==> config.mk <==
export PLATFORM = sky130hd
export DESIGN_NAME = spd_fifo
export DESIGN_NICKNAME = d
export VERILOG_FILES = /design/src/hw/rtl/spd_pkg.sv /design/src/hw/rtl/spd_fifo.sv
export SDC_FILE = /design/constraint.sdc
export NUM_CORES = 1
export LEC_CHECK = 0
export BUFFER_PORTS_ARGS = -buffer_cell sky130_fd_sc_hd__buf_4
export CAP_MARGIN = 5
export CORE_ASPECT_RATIO = 0.75
export CORE_UTILIZATION = 45
export CTS_CLUSTER_SIZE = 40
export DETAILED_ROUTE_END_ITERATION = 6
export PLACE_DENSITY = 0.72
export SYNTH_ARGS = -nofsm -noshare
export SYNTH_HDL_FRONTEND = slang
export SYNTH_SLANG_ARGS = --single-unit
==> constraint.sdc <==
create_clock -name clock -period 4.8 [get_ports clock]
set_input_delay 0.72 -clock clock [delete_from_list [all_inputs] [get_ports clock]]
set_output_delay 0.72 -clock clock [all_outputs]
set_load 0.01 [all_outputs]
==> src/hw/rtl/spd_pkg.sv <==
// ----------------------------------------------------------------------------
// spd_pkg: shared types and constants for the stereo distance panner
// Transaction payloads, register indexes and pow factor table generation.
// ----------------------------------------------------------------------------
package spd_pkg;

   localparam int POS_WIDTH    = 20;
   localparam int SAMPLE_WIDTH = 16;
   localparam int MD_WIDTH     = 19;
   localparam int EX_WIDTH     = 16;
   localparam int GAIN_WIDTH   = 16;
   localparam int CSR_WIDTH    = (POS_WIDTH > MD_WIDTH) ? POS_WIDTH : MD_WIDTH;
   localparam int MAG_WIDTH    = 31;

   localparam logic [GAIN_WIDTH-1:0] ONE_Q15 = 16'h8000;
   localparam logic [MAG_WIDTH-1:0]  FAR_LIMIT = 31'h4000_0000;

   typedef enum logic [1:0] {
      REG_LISTENER_X    = 2'd0,
      REG_LISTENER_Y    = 2'd1,
      REG_MAX_DISTANCE  = 2'd2,
      REG_FALLOFF_EXP   = 2'd3
   } reg_index_type;

   typedef struct packed {
      logic signed [POS_WIDTH-1:0]    source_x;
      logic signed [POS_WIDTH-1:0]    source_y;
      logic [GAIN_WIDTH-1:0]          sound_gain;
      logic signed [SAMPLE_WIDTH-1:0] sample_left;
      logic signed [SAMPLE_WIDTH-1:0] sample_right;
   } req_type;

   typedef struct packed {
      logic [GAIN_WIDTH-1:0]          gain_left;
      logic [GAIN_WIDTH-1:0]          gain_right;
      logic signed [SAMPLE_WIDTH-1:0] out_left;
      logic signed [SAMPLE_WIDTH-1:0] out_right;
   } rsp_type;

   typedef struct packed {
      logic [MAG_WIDTH-1:0]           adx;
      logic [MAG_WIDTH-1:0]           ady;
      logic                           dx_neg;
      logic [GAIN_WIDTH-1:0]          sound_gain;
      logic [MD_WIDTH-1:0]            max_distance;
      logic [EX_WIDTH-1:0]            falloff_exponent;
      logic signed [SAMPLE_WIDTH-1:0] sample_left;
      logic signed [SAMPLE_WIDTH-1:0] sample_right;
   } work_type;

   function automatic logic [63:0] isqrt64(input logic [63:0] x);
      logic [63:0] n;
      logic [63:0] res;
      logic [63:0] bit_v;
      n = x;
      res = '0;
      bit_v = 64'd1 << 62;
      for (int i = 0; i < 32; i++) begin
         if (n >= res + bit_v) begin
            n = n - (res + bit_v);
            res = (res >> 1) + bit_v;
         end else begin
            res = res >> 1;
         end
         bit_v = bit_v >> 2;
      end
      return res;
   endfunction

   // 2^(-2^-(j+1)) in Q30
   function automatic logic [MAG_WIDTH-1:0] pow_factor(input int j);
      logic [63:0] v;
      v = isqrt64(64'd1 << 59);
      for (int i = 1; i <= j; i++) begin
         v = isqrt64(v << 30);
      end
      return v[MAG_WIDTH-1:0];
   endfunction

endpackage

==> src/hw/rtl/spd_fifo.sv <==
// ----------------------------------------------------------------------------
// spd_fifo: work queue between front and back
// Small register queue that lets the front and the back stall independently.
// ----------------------------------------------------------------------------
module spd_fifo #(
   parameter int DEPTH = 4
) (
   input  logic              clock,
   input  logic              reset,
   input  logic              push,
   input  spd_pkg::work_type wdata,
   output logic              full,
   input  logic              pop,
   output spd_pkg::work_type rdata,
   output logic              empty
);

   localparam int AW = (DEPTH > 1) ? $clog2(DEPTH) : 1;
   localparam int CW = $clog2(DEPTH + 1);

   spd_pkg::work_type mem_ff [DEPTH];
   logic [AW-1:0] wptr_ff, wptr_in, rptr_ff, rptr_in;
   logic [CW-1:0] count_ff, count_in;
   logic wr, rd;

   assign full  = (count_ff == CW'(DEPTH));
   assign empty = (count_ff == '0);
   assign wr    = push && !full;
   assign rd    = pop && !empty;
   assign rdata = mem_ff[rptr_ff];

   always_comb begin
      wptr_in  = wptr_ff;
      rptr_in  = rptr_ff;
      count_in = count_ff;
      if (wr) begin
         wptr_in = (wptr_ff == AW'(DEPTH - 1)) ? '0 : wptr_ff + 1'b1;
      end
      if (rd) begin
         rptr_in = (rptr_ff == AW'(DEPTH - 1)) ? '0 : rptr_ff + 1'b1;
      end
      if (wr && !rd) begin
         count_in = count_ff + 1'b1;
      end else if (rd && !wr) begin
         count_in = count_ff - 1'b1;
      end
   end

   always_ff @(posedge clock) begin
      if (reset) begin
         wptr_ff  <= '0;
         rptr_ff  <= '0;
         count_ff <= '0;
      end else begin
         wptr_ff  <= wptr_in;
         rptr_ff  <= rptr_in;
         count_ff <= count_in;
      end
   end

   always_ff @(posedge clock) begin
      if (wr) begin
         mem_ff[wptr_ff] <= wdata;
      end
   end

   a_count_bound: assert property (@(posedge clock) disable iff (reset)
      count_ff <= CW'(DEPTH))
      else $error("queue count above depth");

endmodule

# ---- After elaboration in Yosys (flattened, before gate mapping)
# Memories as Yosys holds them, arrays and structs flattened. A register that Yosys moved wholly into a read port is not among the register bits.
# Index checks and enable logic that the tools add are counted.
dict set report op_classes {
  addsub 4
  n_eq_ne 3
  n_mux 8
  reduce_logical 10
}
# op n
set op_table {}
lappend op_table {{2-to-1 mux 2 bit} 4}
lappend op_table {{2-to-1 mux 3 bit} 2}
lappend op_table {{adder 2 x 1 -> 2 bit (second input constant)} 2}
lappend op_table {{== test 2 bit (second input constant)} 2}
lappend op_table {{logical AND 1 bit} 4}
lappend op_table {{zero test 1 bit} 4}
lappend op_table {{adder 3 x 1 -> 3 bit (second input constant)} 1}
lappend op_table {{== test 3 bit (second input constant)} 1}
lappend op_table {{zero test 3 bit} 1}
lappend op_table {{subtractor 3 x 1 -> 3 bit (second input constant)} 1}
lappend op_table {{2-to-1 mux 1 bit} 2}
lappend op_table {{nonzero test 2 bit} 1}
dict set report totals {
  ff_bits 7
  ramBits 584
  output_inout_bits 148
  mem_count 1
  in_bits 150
  elab_cells 29
}
# name words width rd rd_ports_with_merged_regs write_ports line_no
set memory_table {}
lappend memory_table {mem_ff 4 146 1 1 1 spd_fifo.sv:21} ;# spd_pkg::work_type mem_ff [DEPTH];

# ---- Logic depth before layout (Yosys ltp)
# Gate-level depths: netlist (run 1).
dict set report depth {
  ltp_word 7
  depth_mapped 10
  mapped_depth_nobuf 9
}

# ---- Worst setup path before layout (run 1)
# No wires, ideal clock.
dict set report synth_timing {
  path_type {input-to-reg}
  from {in push}
  to {mem mem_ff[3][0] (netlist bit), enable pin}
  t_arrival_ps 4122
  stages 1
  required_ps 4276
  setup_slack_ps 154
  setup_time_ps 524
  n_path_buf 0
  path_cell_list {and3_1}
}
dict set report synth_between {
  elab_chain_len 3
}
# element line_no
set synth_lines {}
lappend synth_lines {{start, declared} spd_fifo.sv:10} ;# input logic push,
lappend synth_lines {{logical AND 1 bit} spd_fifo.sv:28} ;# assign wr = push && !full;
lappend synth_lines {{2-to-1 mux 1 bit} spd_fifo.sv:62} ;# if (wr) begin
lappend synth_lines {{2-to-1 mux 1 bit (not written as such)} spd_fifo.sv:63} ;# mem_ff[wptr_ff] <= wdata;
lappend synth_lines {{end, declared} spd_fifo.sv:21}
# No other way between the ends.

==> results of run 1 <==
## worst register-to-register path: cells and delay by family, from the launching register on
kind                       cells  cell delay [ns]
AOI/OAI and AO/OA              1             0.14
xor gates and xnor gates       1             0.17
adders and majority gates      2             0.63
buffers and inverters          2             0.18
DFF                            1             0.43
and+or+nand+nor                3             0.81
## flip-flops by register name, indices dropped and copies added, names as in the netlist, named ones only
signal / cells
count_ff: 3
rptr_ff: 2
mem_ff: 584
wptr_ff: 2
## logic make-up (layout without fill, tap and decap cells)
logic type,count (synthesis),count (layout)
flops,593,593
mux,148,148
buf+inv,39,422
simple gates,16,16
fa+ha+maj,7,7
compound gates,7,7
xor+xnor,2,2
## cell type report
| type | count | area, um2 |
|---|---|---|
| repair buffers | 316 | 2460 |
| clock inverters | 28 | 194 |
| clock buffers | 73 | 1530 |
| well taps | 630 | 788 |
| inverters | 5 | 20.0 |
| flip-flops and latches | 593 | 17700 |
| multi-input cells | 180 | 3570 |
| fillers | 3404 | 20300 |
## routing by layer
| layer | vias to the layer above | track usage (%) | share of wire (%) |
|---|---|---|---|
| met5 | - | 0 | 0.13 |
| met4 | 8 | 4.87 | 2.0 |
| met3 | 78 | 6.02 | 9.2 |
| met2 | 261 | 26.5 | 48 |
| met1 | 5012 | 21.5 | 41 |
| li1 | 4200 | - | - |
## synth_stat cells (2+ instances only)
cell | count | share of area, %
and3_1 | 4 | 0.12
mux2i_1 | 2 | 0.093
buf_4 | 11 | 0.38
ha_1 | 6 | 0.35
nor2_1 | 4 | 0.070
nand3_1 | 2 | 0.047
or3_1 | 2 | 0.058
buf_6 | 4 | 0.21
mux4_2 | 146 | 15
inv_1 | 4 | 0.070
dfxtp_1 | 9 | 0.84
a21oi_1 | 3 | 0.070
buf_2 | 16 | 0.37
xor2_1 | 2 | 0.081
nor3_1 | 2 | 0.047
o21ai_0 | 2 | 0.047
clkbuf_1 | 3 | 0.052
edfxtp_1 | 584 | 82
## per-stage QoR
stage	hold slack (ns)	std cells	instance area, um2	worst slack (ns)	power [mW]
global placement	0.466	1724	24600	1.80	9.55
global route	0.295	1825	26300	1.09	14.1
floorplan	0.463	812	21500	0.154	8.27
finish	0.329	1825	26300	1.32	13.6
CTS	0.288	1825	26300	1.17	13.8
detailed placement	0.482	1724	24600	1.81	9.61
## worst paths after layout
path	from	to	cells after the start
max reg2reg	count_ff[0]	count_ff[2]	9
max	flip-flop	rdata[102]	3
min reg2reg	rptr_ff[0]	flip-flop	2
min	wdata[43]	mem_ff[3][43]	1
## power groups by stage
stage                     registers [mW]  clock network [mW]  logic [mW]
after global routing                6.51                4.43        3.19
after detailed placement            6.58                   0        3.03
after floorplan                     6.52                   0        1.75
after global placement              6.55                   0        3.00
final                               6.46                4.13        2.98
after CTS                           6.47                4.23        3.05
## placed cells by master (no fill, tap or decap), types with 3 or more instances in the layout
cell type / synthesis / final
clkinvlp_4: 0 / 3
buf_4: 11 / 309
dfxtp_1: 9 / 7
inv_1: 4 / 4
clkbuf_16: 0 / 57
clkbuf_1: 3 / 12
edfxtp_1: 584 / 584
clkinv_1: 0 / 12
and3_4: 0 / 4
ha_1: 6 / 6
mux4_2: 146 / 146
clkbuf_8: 0 / 4
clkinv_2: 1 / 9
a21oi_1: 3 / 3
nor2_1: 4 / 4
buf_12: 0 / 7
==> results.md, run 1 <==
- Port Buffers: 297
- Sw Share: 25.0%
- Post-CTS Setup Repair Bufs: 0
- IO Count: between 200 and 300
- Post-Synth Adder-Cell Area: 0.442%
- Buf+Inv Stages, Crit Path: 2
- Max-cap violation count: 0
- R2R Setup Slk: 2.37 ns
- Worst Max-Slew Pin Slew: roughly 1.1 ns
- Max Fanout on Critical Path: 47
- Instance count of the mapped netlist: 812
- Detail Route Antenna Nets: 0
- HPWL after DPL: 23.7 mm
- PD cells: 516 mW/mm2
- Worst-path clk slew: 0.06 ns
- Pleak: 8.73 nW
- TritonCTS clock tree: done
- Syn Nets: 969
- First DRT Iteration DRCs: ~550
- Hold WC Path Type: input port to flip-flop
- Number of diodes: 0
- Clk root buf: clkbuf_16
- Synth unique cells: 24
- Ys Warns: 0
- Later-pin clock latency in the skew report: 0.59 ns
- Vias in the first global route: 10,300
- Layout cell share with drive strength beyond 1: 45.8%
- Reg power frac: 47.6%
- Synth Area in Compound Gates: 0.209%
- Nets@finish: 1,309
- Largest net degree at the start of global routing: 147
- Final Cycle Share: roughly 72%
- Clock buffer depth: 3
- Clk network pwr share: a little under a third
- Syn-to-layout area delta: 22.2%
- Post-synthesis xor/xnor area fraction: 0.0814%
- Combinational share of power: 22.0%
- Number of synthesized flops with an enable pin: 584
- Worst Skew: 0.0136 ns
- Setup-failing EPs final: 0
- Status: complete, no violations
- Syn Std Cell Area: 0.0215 mm2
- CTS HTree Levels: 2
- Drt drc: 0
- Global-route wire length before repair: 60.4 mm
- Worst VDD drop: 0.318 mV
- Initial core utilization: 46.2%
- Slowest CP cell: dfxtp_4
- Post-cts sizing count: 0
- First-pass DRT Iterations: 4
- Gr usage total: 16.6%
- Crit path max-delay family: flip-flops
- Layout Utilization: 56.5%
- CP Cell Sequence: buf_4, mux4_2, buf_4
- Placement Rows: 68
- Clk sinks: 593
- Final-report hold violation count: 0
- RSZ-0062 raised after global routing: false
- Sequential element share of the synthesized area: 82.4%
- Via Count: about 9,600
- Fin Setup TNS: 0 ns
- Simple-Gate Fraction of Synth Area: less than 1%
- FFs w/ async S/R, synth: 0%
- Net Switching: 3.39 mW
- Min Clock Period, post-route: 3.48 ns
- Worst endpoint required time: 4.08 ns
- CP Class: flip-flop to primary output
- Mux share of post-synthesis cell area: between 10% and 20%
- Total grt overflow: 0
- FMAX: 0.288 GHz
- Main combinational cell family by area after synthesis: multiplexers
- Num CTS Buffers: 56
- Final WL: 40.1 mm
- Die Y-Extent: 191 um
- Seq cells post-synth: 593
- Slew headroom: about 27%
- Avg Inst Size Synth: between 20 and 30 um2
- Initial antenna violation count: 4
- CTS Hold Bufs: 0
- Power Internal: 10.2 mW
- Most used DFF post-synth: edfxtp_1
- Die Wd: 254 um
- Worst Setup End Kind: primary output
- Vias/cell: 5.24
- Startpoint Class: flip-flop
- Worst path most repeated cell: buf_4
- Slew Limit Fails: 0
- Routability cong.: 0.731
- Core area: 0.0465 mm2
- DIE AREA: 0.0487 mm2
- Worst EP arrival: 2.76 ns
- Largest stage delay on the critical path: 0.99 ns
- Routed wire per std cell: approximately 22 um
No activity file was read; power rests on OpenSTA's default activity.
==> run 2, diff against run 1 <==
--- a/config.mk
+++ b/config.mk
@@ -5,6 +5,7 @@
 export SDC_FILE = /design/constraint.sdc
 export NUM_CORES = 1
 export LEC_CHECK = 0
+export ABC_AREA = 1
 export BUFFER_PORTS_ARGS = -buffer_cell sky130_fd_sc_hd__buf_4
 export CAP_MARGIN = 5
 export CORE_ASPECT_RATIO = 0.75
==> constraint.sdc (replaced) <==
create_clock -name clock -period 3 [get_ports clock]
set_input_delay 0.45 -clock clock [delete_from_list [all_inputs] [get_ports clock]]
set_output_delay 0.45 -clock clock [all_outputs]
set_load 0.01 [all_outputs]
==> results.md, run 2 <==
- CP Class: flip-flop to primary output
- Largest net degree at the start of global routing: 199
- Nets@finish: 1,921
- Sequential element share of the synthesized area: between 80% and 90%
- Met2 GRT Util: between 30% and 40%
- Gr usage total: 19.1%
- Worst R2R Path Depth: 9
- Die Wd: 257 um
- Largest Register: mem_ff
- Synth top cells by count: edfxtp_1 (584), nor2_1 (307), o21ai_0 (159)
- Hold slack final: 0.0360 ns
- Slew Limit Fails: 0
- CTS HTree Levels: 2
- Yosys top cell area share: 79.7%
- Ys Warns: 0
- GR Util met3: 5.83%
- Most frequent cells in the layout: edfxtp_1 (584), buf_4 (306), nor2_1 (302)
- Global-route wire length before repair: about 74 mm
- Most common cell after layout, fill and taps aside: edfxtp_1
- FF-to-FF Start: count_ff[1]
- Drt drc: 0
- Hold Startpoint: reset
- Vias in the first global route: between 10,000 and 15,000
- Post-cts sizing count: 0
- Slew headroom: about two fifths
- Min Clock Period, post-route: 2.82 ns
- IO Count: around 300
- RR Endpoint: count_ff[1]
- Worst VDD drop: 0.697 mV
- FFs w/ async S/R, synth: 0%
- Later-pin clock latency in the skew report: 0.58 ns
- First-pass DRT Iterations: 5
- Max Fanout on Critical Path: 198
- TritonCTS clock tree: done
- Layout cell share with drive strength beyond 1: 22.2%
- Most Crowded Layer GR: met2
- CTS Hold Bufs: 0
- Syn Std Cell Area: roughly 0.022 mm2
- Num CTS Buffers: 53
- GRT met1 Usage: between 20% and 30%
- Power, Total: 23.9 mW
- Worst EP arrival: 2.37 ns
- Number of synthesized flops with an enable pin: 584
- Biggest regs: mem_ff x584, count_ff x3
- Worst Skew: 0.00951 ns
- RSZ-0062 raised after global routing: false
- Layout Utilization: 55.6%
- Total grt overflow: 0
- Final-report hold violation count: 0
- DIE AREA: 0.0498 mm2
- Vias/cell: ~5.4
- Instance count of the mapped netlist: 1,483
- Seq cells post-synth: just under 600
- WHS Endpoint: count_ff[0]
- Worst-path clk slew: around 0.060 ns
- Clock buffer depth: 3
- Final Cycle Share: 93.9%
- Synth area leader: edfxtp_1
- Most numerous cell in the Yosys netlist: edfxtp_1
- Clk root buf: clkbuf_16
- Syn-to-layout area delta: 21.0%
- Most used DFF post-synth: edfxtp_1
- Synth unique cells: 20
- Worst Max-Slew Pin Slew: slightly below 0.9 ns
- Detail Route Antenna Nets: 0
- Pleak: 9.20 nW
- Via Count: 13,200
- Clk sinks: 593
- HPWL after DPL: 26.6 mm
- Avg Inst Size Synth: 14.8 um2
- Worst endpoint required time: about 2.6 ns
- Post-CTS Setup Repair Bufs: 0
- Max-cap violation count: 0
- Syn Nets: 1,640
- Final WL: 48.2 mm
- Initial core utilization: 46.0%
- PD cells: 900 mW/mm2
- Initial antenna violation count: 2
- Startpoint Class: flip-flop
- Placement Rows: 69
- Status: complete, no violations
- FMAX: 0.355 GHz
- First DRT Iteration DRCs: approximately 900
- Hold Path Depth: 2
- Port Buffers: about 300
- Routability cong.: 0.755
- Worst Setup End Kind: primary output
- Setup-failing EPs final: 0
- Routed wire per std cell: 19.7 um
- Die Y-Extent: 193 um
- Hold WC Path Type: input port to flip-flop
- Core area: 0.0478 mm2
- Max reg flops: 584
- Fin Setup TNS: 0 ns
- Area contributors post-synth: edfxtp_1 (80%), nor2_1 (5.2%), o22ai_1 (4.2%)
- R2R Setup Slk: 1.12 ns
## run 2: cell type report
type                    count  area [um2]
diodes                      2        5.00
fillers                  3737       21200
well taps                 639         800
repair buffers            322        2620
clock inverters            25         165
inverters                  18        77.6
multi-input cells         776        3780
clock buffers              71        1440
flip-flops and latches    593       17700
## run 2: cell families (layout without fill, tap and decap cells)
| kind of cell | after synthesis | in the layout | synth area share (%) |
|---|---|---|---|
| buf+inv | 114 | 436 | 2.47 |
| compound gates | 442 | 442 | 10.9 |
| other cells | 0 | 2 | 0 |
| simple gates | 326 | 326 | 5.62 |
| xor+xnor | 1 | 1 | 0.0398 |
| flops | 593 | 593 | 80.5 |
| fa+ha+maj | 7 | 7 | 0.432 |
## run 2: worst max-delay path by stage
stage | from | end | slack (ns) | depth (start not counted)
after global routing | flip-flop | rdata[86] | 0.02 | 4
after detailed placement | flip-flop | rdata[90] | 0.80 | 4
after floorplan | count_ff[0] | mem_ff[0][0] | -0.23 | 4
after global placement | flip-flop | rdata[72] | 0.88 | 5
final | flip-flop | rdata[98] | 0.18 | 4
after CTS | flip-flop | rdata[90] | 0.16 | 4
## run 2: routing by layer
layer  routed length [um]  share of wire [%]  up-vias
met5                    0                  0        -
met4                 1010                2.1        0
met3                 4020                8.3       79
met2                23300                 48      365
met1                19900                 41     6552
li1                     -                  -     6171
## run 2: critical path: stages, from the launching register on
cell and delay [ns]:
dfxtp_4 0.41, buf_12 0.58, o21ai_0 0.21, o22ai_1 0.25, buf_4 0.16
## run 2: per-stage QoR
stage	cell area [um2]	instances	setup WS [ns]
3_3_place_gp	25000	2348	0.881
5_1_grt	26600	2444	0.0170
2_1_floorplan	22000	1483	-0.227
6_report	26600	2446	0.182
3_5_place_dp	25000	2348	0.803
4_1_cts	26600	2444	0.163
## run 2: where the power goes
part / switching, mW / total (mW) / internal, mW / leakage (nW)
clock network: 2.82 / 6.33 / 3.52 / 0.773
registers: 0.214 / 10.3 / 10.1 / 5.43
logic: 4.43 / 7.29 / 2.86 / 3.00
