## config.mk

```make
export PLATFORM = sky130hd
export DESIGN_NAME = spd_front
export DESIGN_NICKNAME = d
export VERILOG_FILES = /design/src/hw/rtl/spd_pkg.sv /design/src/hw/rtl/spd_front.sv
export SDC_FILE = /design/constraint.sdc
export NUM_CORES = 1
export LEC_CHECK = 0
export CAP_MARGIN = 20
export CELL_PAD_IN_SITES_DETAIL_PLACEMENT = 1
export CELL_PAD_IN_SITES_GLOBAL_PLACEMENT = 1
export CORE_MARGIN = 10
export CORE_UTILIZATION = 45
export CTS_CLUSTER_DIAMETER = 60
export CTS_CLUSTER_SIZE = 10
export DETAILED_ROUTE_END_ITERATION = 7
export DONT_BUFFER_PORTS = 1
export PLACE_DENSITY_LB_ADDON = 0.08
export SETUP_SLACK_MARGIN = 0.4
export SLEW_MARGIN = 10
export SYNTH_ARGS = -nofsm -noshare
export SYNTH_HDL_FRONTEND = slang
export SYNTH_SLANG_ARGS = --single-unit
export TNS_END_PERCENT = 50
```

## constraint.sdc

```tcl
create_clock -name clock -period 4.17 [get_ports clock]
set_input_delay 0.417 -clock clock [delete_from_list [all_inputs] [get_ports clock]]
set_output_delay 0.417 -clock clock [all_outputs]
set_load 0.02 [all_outputs]
```

## src/hw/rtl/spd_pkg.sv

```systemverilog
// ----------------------------------------------------------------------------
// spd_pkg: shared types and constants for the stereo distance panner
// Transaction payloads, register indexes and pow factor table generation.
// ----------------------------------------------------------------------------
package spd_pkg;

   localparam int POS_WIDTH    = 20;
   localparam int SAMPLE_WIDTH = 16;
   localparam int MD_WIDTH     = 19;
   localparam int EX_WIDTH     = 16;
   localparam int GAIN_WIDTH   = 16;
   localparam int CSR_WIDTH    = (POS_WIDTH > MD_WIDTH) ? POS_WIDTH : MD_WIDTH;
   localparam int MAG_WIDTH    = 31;

   localparam logic [GAIN_WIDTH-1:0] ONE_Q15 = 16'h8000;
   localparam logic [MAG_WIDTH-1:0]  FAR_LIMIT = 31'h4000_0000;

   typedef enum logic [1:0] {
      REG_LISTENER_X    = 2'd0,
      REG_LISTENER_Y    = 2'd1,
      REG_MAX_DISTANCE  = 2'd2,
      REG_FALLOFF_EXP   = 2'd3
   } reg_index_type;

   typedef struct packed {
      logic signed [POS_WIDTH-1:0]    source_x;
      logic signed [POS_WIDTH-1:0]    source_y;
      logic [GAIN_WIDTH-1:0]          sound_gain;
      logic signed [SAMPLE_WIDTH-1:0] sample_left;
      logic signed [SAMPLE_WIDTH-1:0] sample_right;
   } req_type;

   typedef struct packed {
      logic [GAIN_WIDTH-1:0]          gain_left;
      logic [GAIN_WIDTH-1:0]          gain_right;
      logic signed [SAMPLE_WIDTH-1:0] out_left;
      logic signed [SAMPLE_WIDTH-1:0] out_right;
   } rsp_type;

   typedef struct packed {
      logic [MAG_WIDTH-1:0]           adx;
      logic [MAG_WIDTH-1:0]           ady;
      logic                           dx_neg;
      logic [GAIN_WIDTH-1:0]          sound_gain;
      logic [MD_WIDTH-1:0]            max_distance;
      logic [EX_WIDTH-1:0]            falloff_exponent;
      logic signed [SAMPLE_WIDTH-1:0] sample_left;
      logic signed [SAMPLE_WIDTH-1:0] sample_right;
   } work_type;

   function automatic logic [63:0] isqrt64(input logic [63:0] x);
      logic [63:0] n;
      logic [63:0] res;
      logic [63:0] bit_v;
      n = x;
      res = '0;
      bit_v = 64'd1 << 62;
      for (int i = 0; i < 32; i++) begin
         if (n >= res + bit_v) begin
            n = n - (res + bit_v);
            res = (res >> 1) + bit_v;
         end else begin
            res = res >> 1;
         end
         bit_v = bit_v >> 2;
      end
      return res;
   endfunction

   // 2^(-2^-(j+1)) in Q30
   function automatic logic [MAG_WIDTH-1:0] pow_factor(input int j);
      logic [63:0] v;
      v = isqrt64(64'd1 << 59);
      for (int i = 1; i <= j; i++) begin
         v = isqrt64(v << 30);
      end
      return v[MAG_WIDTH-1:0];
   endfunction

endpackage

```

## src/hw/rtl/spd_front.sv

```systemverilog
// ----------------------------------------------------------------------------
// spd_front: configuration registers and item classification
// Forms the listener offset magnitudes, pan sign and clamped gain per item.
// ----------------------------------------------------------------------------
module spd_front (
   input  logic                          clock,
   input  logic                          reset,
   input  logic                          csr_we,
   input  spd_pkg::reg_index_type        csr_index,
   input  logic [spd_pkg::CSR_WIDTH-1:0] csr_wdata,
   input  spd_pkg::req_type              req_data,
   output spd_pkg::work_type             work
);

   localparam int PW = spd_pkg::POS_WIDTH;

   logic signed [PW-1:0] lx_ff, lx_in, ly_ff, ly_in;
   logic [spd_pkg::MD_WIDTH-1:0] md_ff, md_in;
   logic [spd_pkg::EX_WIDTH-1:0] ex_ff, ex_in;
   logic signed [PW:0] dx, dy;
   logic [PW:0] mx, my;

   function automatic logic [spd_pkg::MAG_WIDTH-1:0] clamp_far(input logic [PW:0] m);
      logic [32:0] w;
      w = 33'(m);
      if (w > 33'(spd_pkg::FAR_LIMIT)) begin
         w = 33'(spd_pkg::FAR_LIMIT);
      end
      return w[spd_pkg::MAG_WIDTH-1:0];
   endfunction

   always_comb begin
      lx_in = lx_ff;
      ly_in = ly_ff;
      md_in = md_ff;
      ex_in = ex_ff;
      if (csr_we) begin
         case (csr_index)
            spd_pkg::REG_LISTENER_X:   lx_in = csr_wdata[PW-1:0];
            spd_pkg::REG_LISTENER_Y:   ly_in = csr_wdata[PW-1:0];
            spd_pkg::REG_MAX_DISTANCE: md_in = csr_wdata[spd_pkg::MD_WIDTH-1:0];
            spd_pkg::REG_FALLOFF_EXP:  ex_in = csr_wdata[spd_pkg::EX_WIDTH-1:0];
            default: ;
         endcase
      end
   end

   always_ff @(posedge clock) begin
      if (reset) begin
         lx_ff <= '0;
         ly_ff <= '0;
         md_ff <= 19'd16384;
         ex_ff <= 16'd4096;
      end else begin
         lx_ff <= lx_in;
         ly_ff <= ly_in;
         md_ff <= md_in;
         ex_ff <= ex_in;
      end
   end

   always_comb begin
      dx = (PW+1)'(req_data.source_x) - (PW+1)'(lx_ff);
      dy = (PW+1)'(req_data.source_y) - (PW+1)'(ly_ff);
      mx = dx[PW] ? (PW+1)'(-dx) : (PW+1)'(dx);
      my = dy[PW] ? (PW+1)'(-dy) : (PW+1)'(dy);
      work.adx = clamp_far(mx);
      work.ady = clamp_far(my);
      work.dx_neg = dx[PW];
      work.sound_gain = (req_data.sound_gain > spd_pkg::ONE_Q15) ?
                        spd_pkg::ONE_Q15 : req_data.sound_gain;
      work.max_distance = (md_ff == '0) ? 19'd1 : md_ff;
      work.falloff_exponent = ex_ff;
      work.sample_left = req_data.sample_left;
      work.sample_right = req_data.sample_right;
   end

endmodule

```

== Word-level counts from Yosys, hierarchy flattened ==
Index checks and enable logic that the tools add are counted.
W data, S select, Z words.

* Register bits after elaboration: 75
* Input bits: 113
* Output and inout bits: 146
* Word-level logic and storage cells: 22

* Add/subtract/negate cells: 4
* Magnitude comparators: 1
* Equality and inequality tests: 3
* Muxes and demuxes: 4
* Reductions and logical operators: 6

{| class="wikitable"
|+ Operator list
! kind !! number
|-
| $mux W21 || 2
|-
| $neg A21 Y21 || 2
|-
| $sub A20 B20 Y21 || 2
|-
| $logic_not A19 Y1 || 1
|-
| $mux W19 || 1
|-
| $gt A16 B16 Y1 const B || 1
|-
| $mux W16 || 1
|-
| $reduce_and A2 Y1 || 4
|-
| $eq A2 B2 Y1 const B || 2
|-
| $eq A2 B1 Y1 const B || 1
|-
| $logic_not A2 Y1 || 1
|}

== Depth between registers and ports, before layout ==
Gate-level depths: netlist (run 1).

* Depth after elaboration: 3
* Depth in mapped cells: 13
* Depth with buffers taken out: 13

== Least setup slack after synthesis (run 1) ==
Ideal clock, no wire load.

* Path type: input-to-output
* Start point: in req_data[68] in the netlist's numbering
* End point: out work[135] in the netlist's numbering
* Arrival time: 3.297 ns
* Data required time: 3.753 ns
* Slack: 0.456 ns
* Cell stages on the path: 11
* Path buffers: 0
* Cell sequence: inv_1 ha_1 fa_1 and2b_4 o22ai_1 xnor2_1 o32ai_2 and4_1 or4b_1 or3_1 nor4_2

{| class="wikitable"
|+ RTL lines
! what !! RTL line !! text
|-
| start: declaration || spd_front.sv:11 || <nowiki>input spd_pkg::req_type req_data,</nowiki>
|-
| end: declaration || spd_front.sv:12 || <nowiki>output spd_pkg::work_type work</nowiki>
|}

==> metrics.log, run 1 <==
[metrics] cell row count: 43
[metrics] count of filler cells inserted in the layout: 1746
[metrics] CP max stage cell: sky130_fd_sc_hd__or4b_1
[metrics] Gate Count Post-Synth: 875
[metrics] synthesized area per cell: 7.20 µm²
[metrics] CTS H-Tree Depth: 3
[metrics] maximum clock frequency: around 0.25 GHz
[metrics] endpoint of the worst hold path: ly_ff[0]$_SDFFE_PP0P_
[metrics] capturing point of the worst reg2reg path: md_ff[16]$_SDFFE_PP0P_
[metrics] DIE AREA: about 19000 µm²
[metrics] Syn Std Cell Area: 6300 µm²
[metrics] run status: completed
[metrics] maximum root-to-sink buffer count: 2
[metrics] worst-path cell chain: ha_4 > fa_2 > and2b_4 > o22ai_2 > xnor2_2 > o32ai_2 > and4_4 > or4b_1 > or3_4 > nor4_2 > buf_4
[metrics] root buffer cell: sky130_fd_sc_hd__clkbuf_16
[metrics] Final Cell Area: about 7300 µm²
[metrics] Register Area: roughly 1500 µm²
[metrics] Setup violations, final: 0
[metrics] tightest slew margin relative to the limit: 30.4%
[metrics] clock buffers created by TritonCTS: 9
[metrics] maximum number of pins on one net before global-route repair: between 70 and 80
[metrics] required time of the critical path: between 3 and 4 ns
[metrics] async set-reset flop share out of synthesis: 0%
[metrics] depth of the most critical reg-to-reg path: 2
[metrics] overall overflow remaining after global route: 0
[metrics] initial DRC count: 220
[metrics] number of cells on the critical path: 11
[metrics] weighted congestion reported at the end of routability-driven placement: between 0.8 and 0.9
[metrics] class of the tightest hold or removal check: input pin to flop
[metrics] detailed-router iteration count before antenna repair: 4
[metrics] final WL: 22000 µm
[metrics] TritonCTS clock tree: done
[metrics] kind of capture point of the worst setup path: primary output
[metrics] Buffers on Ports: 0
[metrics] worst stage delay on the critical path: 0.45 ns
[metrics] hold path startpoint: reset
[metrics] Worst Hold Depth: 1
[metrics] multi-input logic area: 4520 µm²
[metrics] portion of the clock cycle consumed by the worst path in the final layout: about 96%
[metrics] fin crit period: about 4.0 ns
[metrics] max-capacitance violation count: 0
[metrics] Post-synth EDFFs: 0
[metrics] startpoint of the lowest-slack register-to-register path: md_ff[16]$_SDFFE_PP0P_
[metrics] dominant synthesized flop cell: sky130_fd_sc_hd__dfxtp_1
[metrics] clock insertion delay at the later pin of the skew report: 0.32 ns
[metrics] Distinct cells, synth: 73
[metrics] estimated wirelength of the detail-placed design: approximately 16000 µm
[metrics] slew at the pin closest to its max-slew limit: 1.03 ns
[metrics] leading cell type in the layout, fill and taps excluded: sky130_fd_sc_hd__nand2_1
[metrics] largest fanout on the critical path: 3
[metrics] initial antenna violation count: 0
[metrics] net count reported at finish: a little over 1000
[metrics] cell family with most CP delay: simple AND/OR/NAND/NOR gates
[metrics] number of routed nets with antenna violations: 0
[metrics] total count of hold-check failures in the final report: 0
[metrics] clock slew at reported path FFs: 0.06 ns
[metrics] buffering stage count on the worst path with inverters included: 1
[metrics] vertical die dimension: 138 µm
[metrics] worst slack at placement: around 0.31 ns
[metrics] count of antenna diodes in the layout: 0
[metrics] Worst Setup Path Type: flop to primary output
[metrics] Worst EP arrival: roughly 3.6 ns
[metrics] area added between synthesis and finish: 16.6%
[metrics] number of global-route vias before repair: a little over 6000
[metrics] static leakage: about 2.8 nW
[metrics] CTS sink count: 75
[metrics] share of layout cells above drive strength 1: roughly a fifth
[metrics] top library cells by usage in the layout, fill and taps aside: sky130_fd_sc_hd__nand2_1, sky130_fd_sc_hd__a21oi_1, sky130_fd_sc_hd__dfxtp_1, sky130_fd_sc_hd__buf_4, sky130_fd_sc_hd__inv_1
[metrics] register bit total from synthesis: 75
[metrics] startpoint type of the worst setup path: flop
[metrics] setup repair after global routing missed its margin: true
[metrics] count of unresolved DRC violations after routing: 0
[metrics] fraction of the yosys area taken by sequential cells: about a quarter
[metrics] total negative slack: 0 ns
[metrics] PwrDens: 347 nW/µm²
[metrics] mean number of vias per cell: between 5 and 6
[metrics] final setup slack of the worst path: roughly 0.18 ns
[metrics] maximum vdd ir drop: around 0.25 mV
[metrics] Placed Area: between 6000 and 7000 µm²
[metrics] io pins: roughly 260
[metrics] wire length of the first global-routing pass: approximately 33000 µm
[metrics] Core Footprint: about 14000 µm²
[metrics] Die Width: around 140 µm
[metrics] Routed WL per cell: 20.7 µm
[metrics] GR Util All Layers: around a fifth
[metrics] final slew viol count: 0
[metrics] register-to-register setup slack: ~3.3 ns
[metrics] count of yosys warnings during synthesis: 0
[metrics] initial core utilization: 45.7%
[metrics] Clock Skew: 0 ns
[metrics] via count: ~6000
[sequential cells by signal (all words and copies together), names as in the netlist]
| name | flops |
|---|---|
| md_ff | 19 |
| lx_ff | 20 |
| ly_ff | 20 |
| ex_ff | 16 |
[synthesized netlist by cell type (5+ instances only)]
master	count	area, µm²
sky130_fd_sc_hd__o21ai_0	17	85.1
sky130_fd_sc_hd__xnor2_1	40	350
sky130_fd_sc_hd__dfxtp_1	75	1500
sky130_fd_sc_hd__nand2_1	177	664
sky130_fd_sc_hd__or2_2	6	37.5
sky130_fd_sc_hd__ha_1	42	526
sky130_fd_sc_hd__inv_1	58	218
sky130_fd_sc_hd__a21oi_1	111	556
sky130_fd_sc_hd__nand3_1	11	55.1
sky130_fd_sc_hd__or3_1	5	31.3
sky130_fd_sc_hd__a31oi_1	14	87.6
sky130_fd_sc_hd__buf_4	54	405
sky130_fd_sc_hd__o2111ai_1	5	43.8
sky130_fd_sc_hd__nor2_1	40	150
sky130_fd_sc_hd__and4_1	5	43.8
sky130_fd_sc_hd__a21o_1	17	128
sky130_fd_sc_hd__xor2_1	24	210
sky130_fd_sc_hd__and3_1	9	56.3
sky130_fd_sc_hd__clkbuf_1	47	176
sky130_fd_sc_hd__nor3_1	8	40.0
sky130_fd_sc_hd__nor2b_1	22	138
sky130_fd_sc_hd__nor4_1	7	43.8
[metal layers]
metal | vias up | part of all wire, % | global-route usage (%)
met3 | 35 | 7.0 | 6.99
met4 | 0 | 1.7 | 3.94
met1 | 2927 | 40 | 22.7
met2 | 178 | 51 | 36.2
li1 | 2888 | - | -
met5 | - | 0 | 0
[timing repair]
| action | in CTS | in global routing |
|---|---|---|
| cloned | 1 | 2 |
| pin swaps | 14 | 31 |
| hold buffers | 0 | 0 |
| hold endpoints to repair | 0 | 0 |
| setup buffers | 18 | 10 |
| setup endpoints to repair | 28 | 41 |
| resized for setup | 32 | 73 |
[cell type report]
cell class	instances	share of cell area, %
well taps	180	3.07
repair buffers	76	8.13
flip-flops and latches	75	20.6
multi-input cells	658	61.5
clock inverters	5	0.409
inverters	58	3.02
clock buffers	10	3.26
[where the power goes]
part	internal, mW	switching [mW]	leakage (nW)	total (mW)
logic	0.450	0.625	2.08	1.08
registers	0.740	0.0324	0.612	0.773
clock network	0.412	0.290	0.130	0.702
total	1.60	0.948	2.83	2.55
[cells by family (layout without fill, tap and decap cells)]
logic type | count (synthesis) | count (layout) | synth area share, %
XOR/XNOR | 64 | 64 | 8.90
buffers and inverters | 161 | 149 | 13.0
flip-flops | 75 | 75 | 23.8
adder cells (fa/ha/maj) | 44 | 44 | 8.98
AO/OA/AOI/OAI | 212 | 212 | 21.5
multiplexers | 2 | 2 | 0.318
other | 1 | 20 | 0.0595
AND/OR/NAND/NOR | 316 | 316 | 23.5
[worst max-delay path by stage]
stage / from / end
floorplan: req_data[68] / work[135]
global placement: req_data[68] / work[135]
detailed placement: req_data[68] / work[135]
CTS: lx_ff[0]$_SDFFE_PP0P_ / work[135]
global route: lx_ff[0]$_SDFFE_PP0P_ / work[135]
finish: lx_ff[0]$_SDFFE_PP0P_ / work[135]
[stage by stage]
stage | hold slack (ns) | power [mW] | utilization (%) | std cells
floorplan | 0.436 | 1.49 | - | 894
global placement | 0.440 | 1.67 | 45.9 | 1013
detailed placement | 0.441 | 1.70 | 46.0 | 1015
CTS | 0.150 | 2.46 | 50.1 | 1049
global route | 0.143 | 2.68 | 53.3 | 1062
finish | 0.150 | 2.55 | 53.3 | 1062
No activity file was read; power rests on OpenSTA's default activity.
==> run 2, diff against run 1 <==
--- a/config.mk
+++ b/config.mk
@@ -8,8 +8,9 @@
 export CAP_MARGIN = 20
 export CELL_PAD_IN_SITES_DETAIL_PLACEMENT = 1
 export CELL_PAD_IN_SITES_GLOBAL_PLACEMENT = 1
+export CORE_ASPECT_RATIO = 0.7
 export CORE_MARGIN = 10
-export CORE_UTILIZATION = 45
+export CORE_UTILIZATION = 25
 export CTS_CLUSTER_DIAMETER = 60
 export CTS_CLUSTER_SIZE = 10
 export DETAILED_ROUTE_END_ITERATION = 7
==> run 2 against run 1 <==
Against the previous run:
- clock-buffer cell count grew 2
- critical path depth grew 1
- combinational power is essentially flat
- clock power grew 23%
- design area grew 3.2%
- worst setup slack gained 0.095 ns
- register-to-register slack lost 0.05 ns
- non-clock buffer count grew 1
- global-route usage shrank 5.7 points
==> metrics.log, run 2 (synthesis results as in run 1) <==
[metrics] io pins: around 260
[metrics] PwrDens: about 360 nW/µm²
[metrics] tightest slew margin relative to the limit: around 48%
[metrics] Routed WL per cell: between 20 and 25 µm
[metrics] setup repair after global routing missed its margin: true
[metrics] area added between synthesis and finish: 20.3%
[metrics] CTS sink count: 75
[metrics] clock slew at reported path FFs: approximately 0.06 ns
[metrics] Placed Area: roughly 6600 µm²
[metrics] required time of the critical path: around 3.8 ns
[metrics] wire length of the first global-routing pass: 37200 µm
[metrics] slew at the pin closest to its max-slew limit: between 0.7 and 0.8 ns
[metrics] final setup slack of the worst path: approximately 0.28 ns
[metrics] initial core utilization: about a quarter
[metrics] portion of the clock cycle consumed by the worst path in the final layout: roughly 93%
[metrics] maximum root-to-sink buffer count: 2
[metrics] detailed-router iteration count before antenna repair: 4
[metrics] TritonCTS clock tree: done
[metrics] share of layout cells above drive strength 1: 21.0%
[metrics] Setup violations, final: 0
[metrics] cell row count: 48
[metrics] via count: 5987
[metrics] clock buffers created by TritonCTS: 9
[metrics] vertical die dimension: between 150 and 200 µm
[metrics] final core area utilization: 30.6%
[metrics] count of filler cells inserted in the layout: ~3000
[metrics] weighted congestion reported at the end of routability-driven placement: 0.801
[metrics] max-capacitance violation count: 0
[metrics] count of antenna diodes in the layout: 0
[metrics] maximum number of pins on one net before global-route repair: 76
[metrics] number of global-route vias before repair: approximately 6100
[metrics] total count of hold-check failures in the final report: 0
[metrics] number of routed nets with antenna violations: 0
[metrics] startpoint type of the worst setup path: flop
[metrics] final slew viol count: 0
[metrics] static leakage: roughly 2.8 nW
[metrics] GR Util All Layers: between 10% and 20%
[metrics] net count reported at finish: 1036
[metrics] class of the tightest hold or removal check: input pin to flop
[metrics] CTS H-Tree Depth: 3
[metrics] Worst Setup Path Type: flop to primary output
[metrics] Hold Buf Count CTS: 0
[metrics] Final Cell Area: roughly 7600 µm²
[metrics] maximum clock frequency: between 0.2 and 0.3 GHz
[metrics] biggest registers after layout: lx_ff: 20 flops, ly_ff: 20 flops, md_ff: 19 flops
[metrics] overall overflow remaining after global route: 0
[metrics] root buffer cell: sky130_fd_sc_hd__clkbuf_16
[metrics] Worst EP arrival: approximately 3.5 ns
[metrics] Core Footprint: 24700 µm²
[metrics] maximum vdd ir drop: around 0.19 mV
[metrics] Clock Skew: 0 ns
[metrics] final WL: 24600 µm
[metrics] initial antenna violation count: 0
[metrics] leading cell type in the layout, fill and taps excluded: sky130_fd_sc_hd__nand2_1
[metrics] top library cells by usage in the layout, fill and taps aside: sky130_fd_sc_hd__nand2_1, sky130_fd_sc_hd__a21oi_1, sky130_fd_sc_hd__buf_4, sky130_fd_sc_hd__dfxtp_1, sky130_fd_sc_hd__inv_1
[metrics] estimated wirelength of the detail-placed design: between 15000 and 20000 µm
[metrics] Hold Slack: approximately 0.17 ns
[metrics] clock insertion delay at the later pin of the skew report: about 0.34 ns
[metrics] mean number of vias per cell: slightly below 5
[metrics] total negative slack: 0 ns
[metrics] count of unresolved DRC violations after routing: 0
[metrics] kind of capture point of the worst setup path: primary output
[metrics] run status: completed
[metrics] fin crit period: about 3.9 ns
[metrics] Die Width: roughly 210 µm
[metrics] initial DRC count: around 230
[metrics] largest fanout on the critical path: 6
[metrics] Buffers on Ports: 0
[metrics] DIE AREA: 32000 µm²
[metrics] worst slack at placement: just under 0.3 ns
run 2: layout make-up:
type / instances / area (µm²) / area share (%)
multi-input combinational: 658 / 4520 / 59.6
sequential: 75 / 1510 / 19.9
timing repair buffer: 77 / 597 / 7.88
tap: 325 / 407 / 5.37
clock buffer: 12 / 256 / 3.38
inverter: 58 / 218 / 2.87
clock inverter: 4 / 72.6 / 0.958
run 2: repair_timing:
| item | 4_1_cts | 5_1_grt |
|---|---|---|
| gates cloned | 3 | 0 |
| gates resized for setup | 60 | 45 |
| hold endpoints to repair | 0 | 0 |
| buffers inserted | 16 | 9 |
| setup endpoints to repair | 39 | 41 |
| pin swaps | 24 | 25 |
run 2: through the flow:
| stage | power [mW] | cells |
|---|---|---|
| floorplan | 1.49 | 894 |
| detailed placement | 1.72 | 1165 |
| CTS | 2.70 | 1200 |
| global placement | 1.70 | 1165 |
| global route | 2.87 | 1209 |
| finish | 2.71 | 1209 |
run 2: worst max-delay path: stages, from the launching register on:
cell	delay (ns)
sky130_fd_sc_hd__dfxtp_2	0.35
sky130_fd_sc_hd__ha_4	0.15
sky130_fd_sc_hd__fa_2	0.20
sky130_fd_sc_hd__and2b_4	0.20
sky130_fd_sc_hd__o21a_4	0.24
sky130_fd_sc_hd__or4_4	0.50
sky130_fd_sc_hd__o211ai_4	0.11
sky130_fd_sc_hd__o211a_4	0.21
sky130_fd_sc_hd__nand2b_4	0.06
sky130_fd_sc_hd__or4b_1	0.46
sky130_fd_sc_hd__or3_1	0.33
sky130_fd_sc_hd__nor4_2	0.14
sky130_fd_sc_hd__buf_4	0.18
run 2: worst paths after layout:
path | startpoint | end | slack [ns] | cells past startpoint
min | reset | ex_ff[9]$_SDFFE_PP0P_ | 0.17 | 1
max reg2reg | md_ff[17]$_SDFFE_PP0P_ | md_ff[17]$_SDFFE_PP0P_ | 3.27 | 2
min reg2reg | ly_ff[9]$_SDFFE_PP0P_ | ly_ff[9]$_SDFFE_PP0P_ | 0.45 | 2
max | lx_ff[0]$_SDFFE_PP0P_ | work[135] | 0.28 | 12
run 2: where the power goes:
part / switching [mW] / internal, mW / total (mW) / leakage, nW
clock: 0.310 / 0.556 / 0.866 / 0.159
combinational: 0.631 / 0.442 / 1.07 / 2.08
sequential: 0.0331 / 0.741 / 0.774 / 0.612
run 2: metal layers:
layer | GRT usage (%) | part of all wire (%) | up-vias
met5 | 0 | 0 | -
met4 | 2.08 | 0.56 | 0
met3 | 6.80 | 9.0 | 15
met2 | 21.6 | 43 | 144
met1 | 19.1 | 47 | 2924
li1 | - | - | 2904
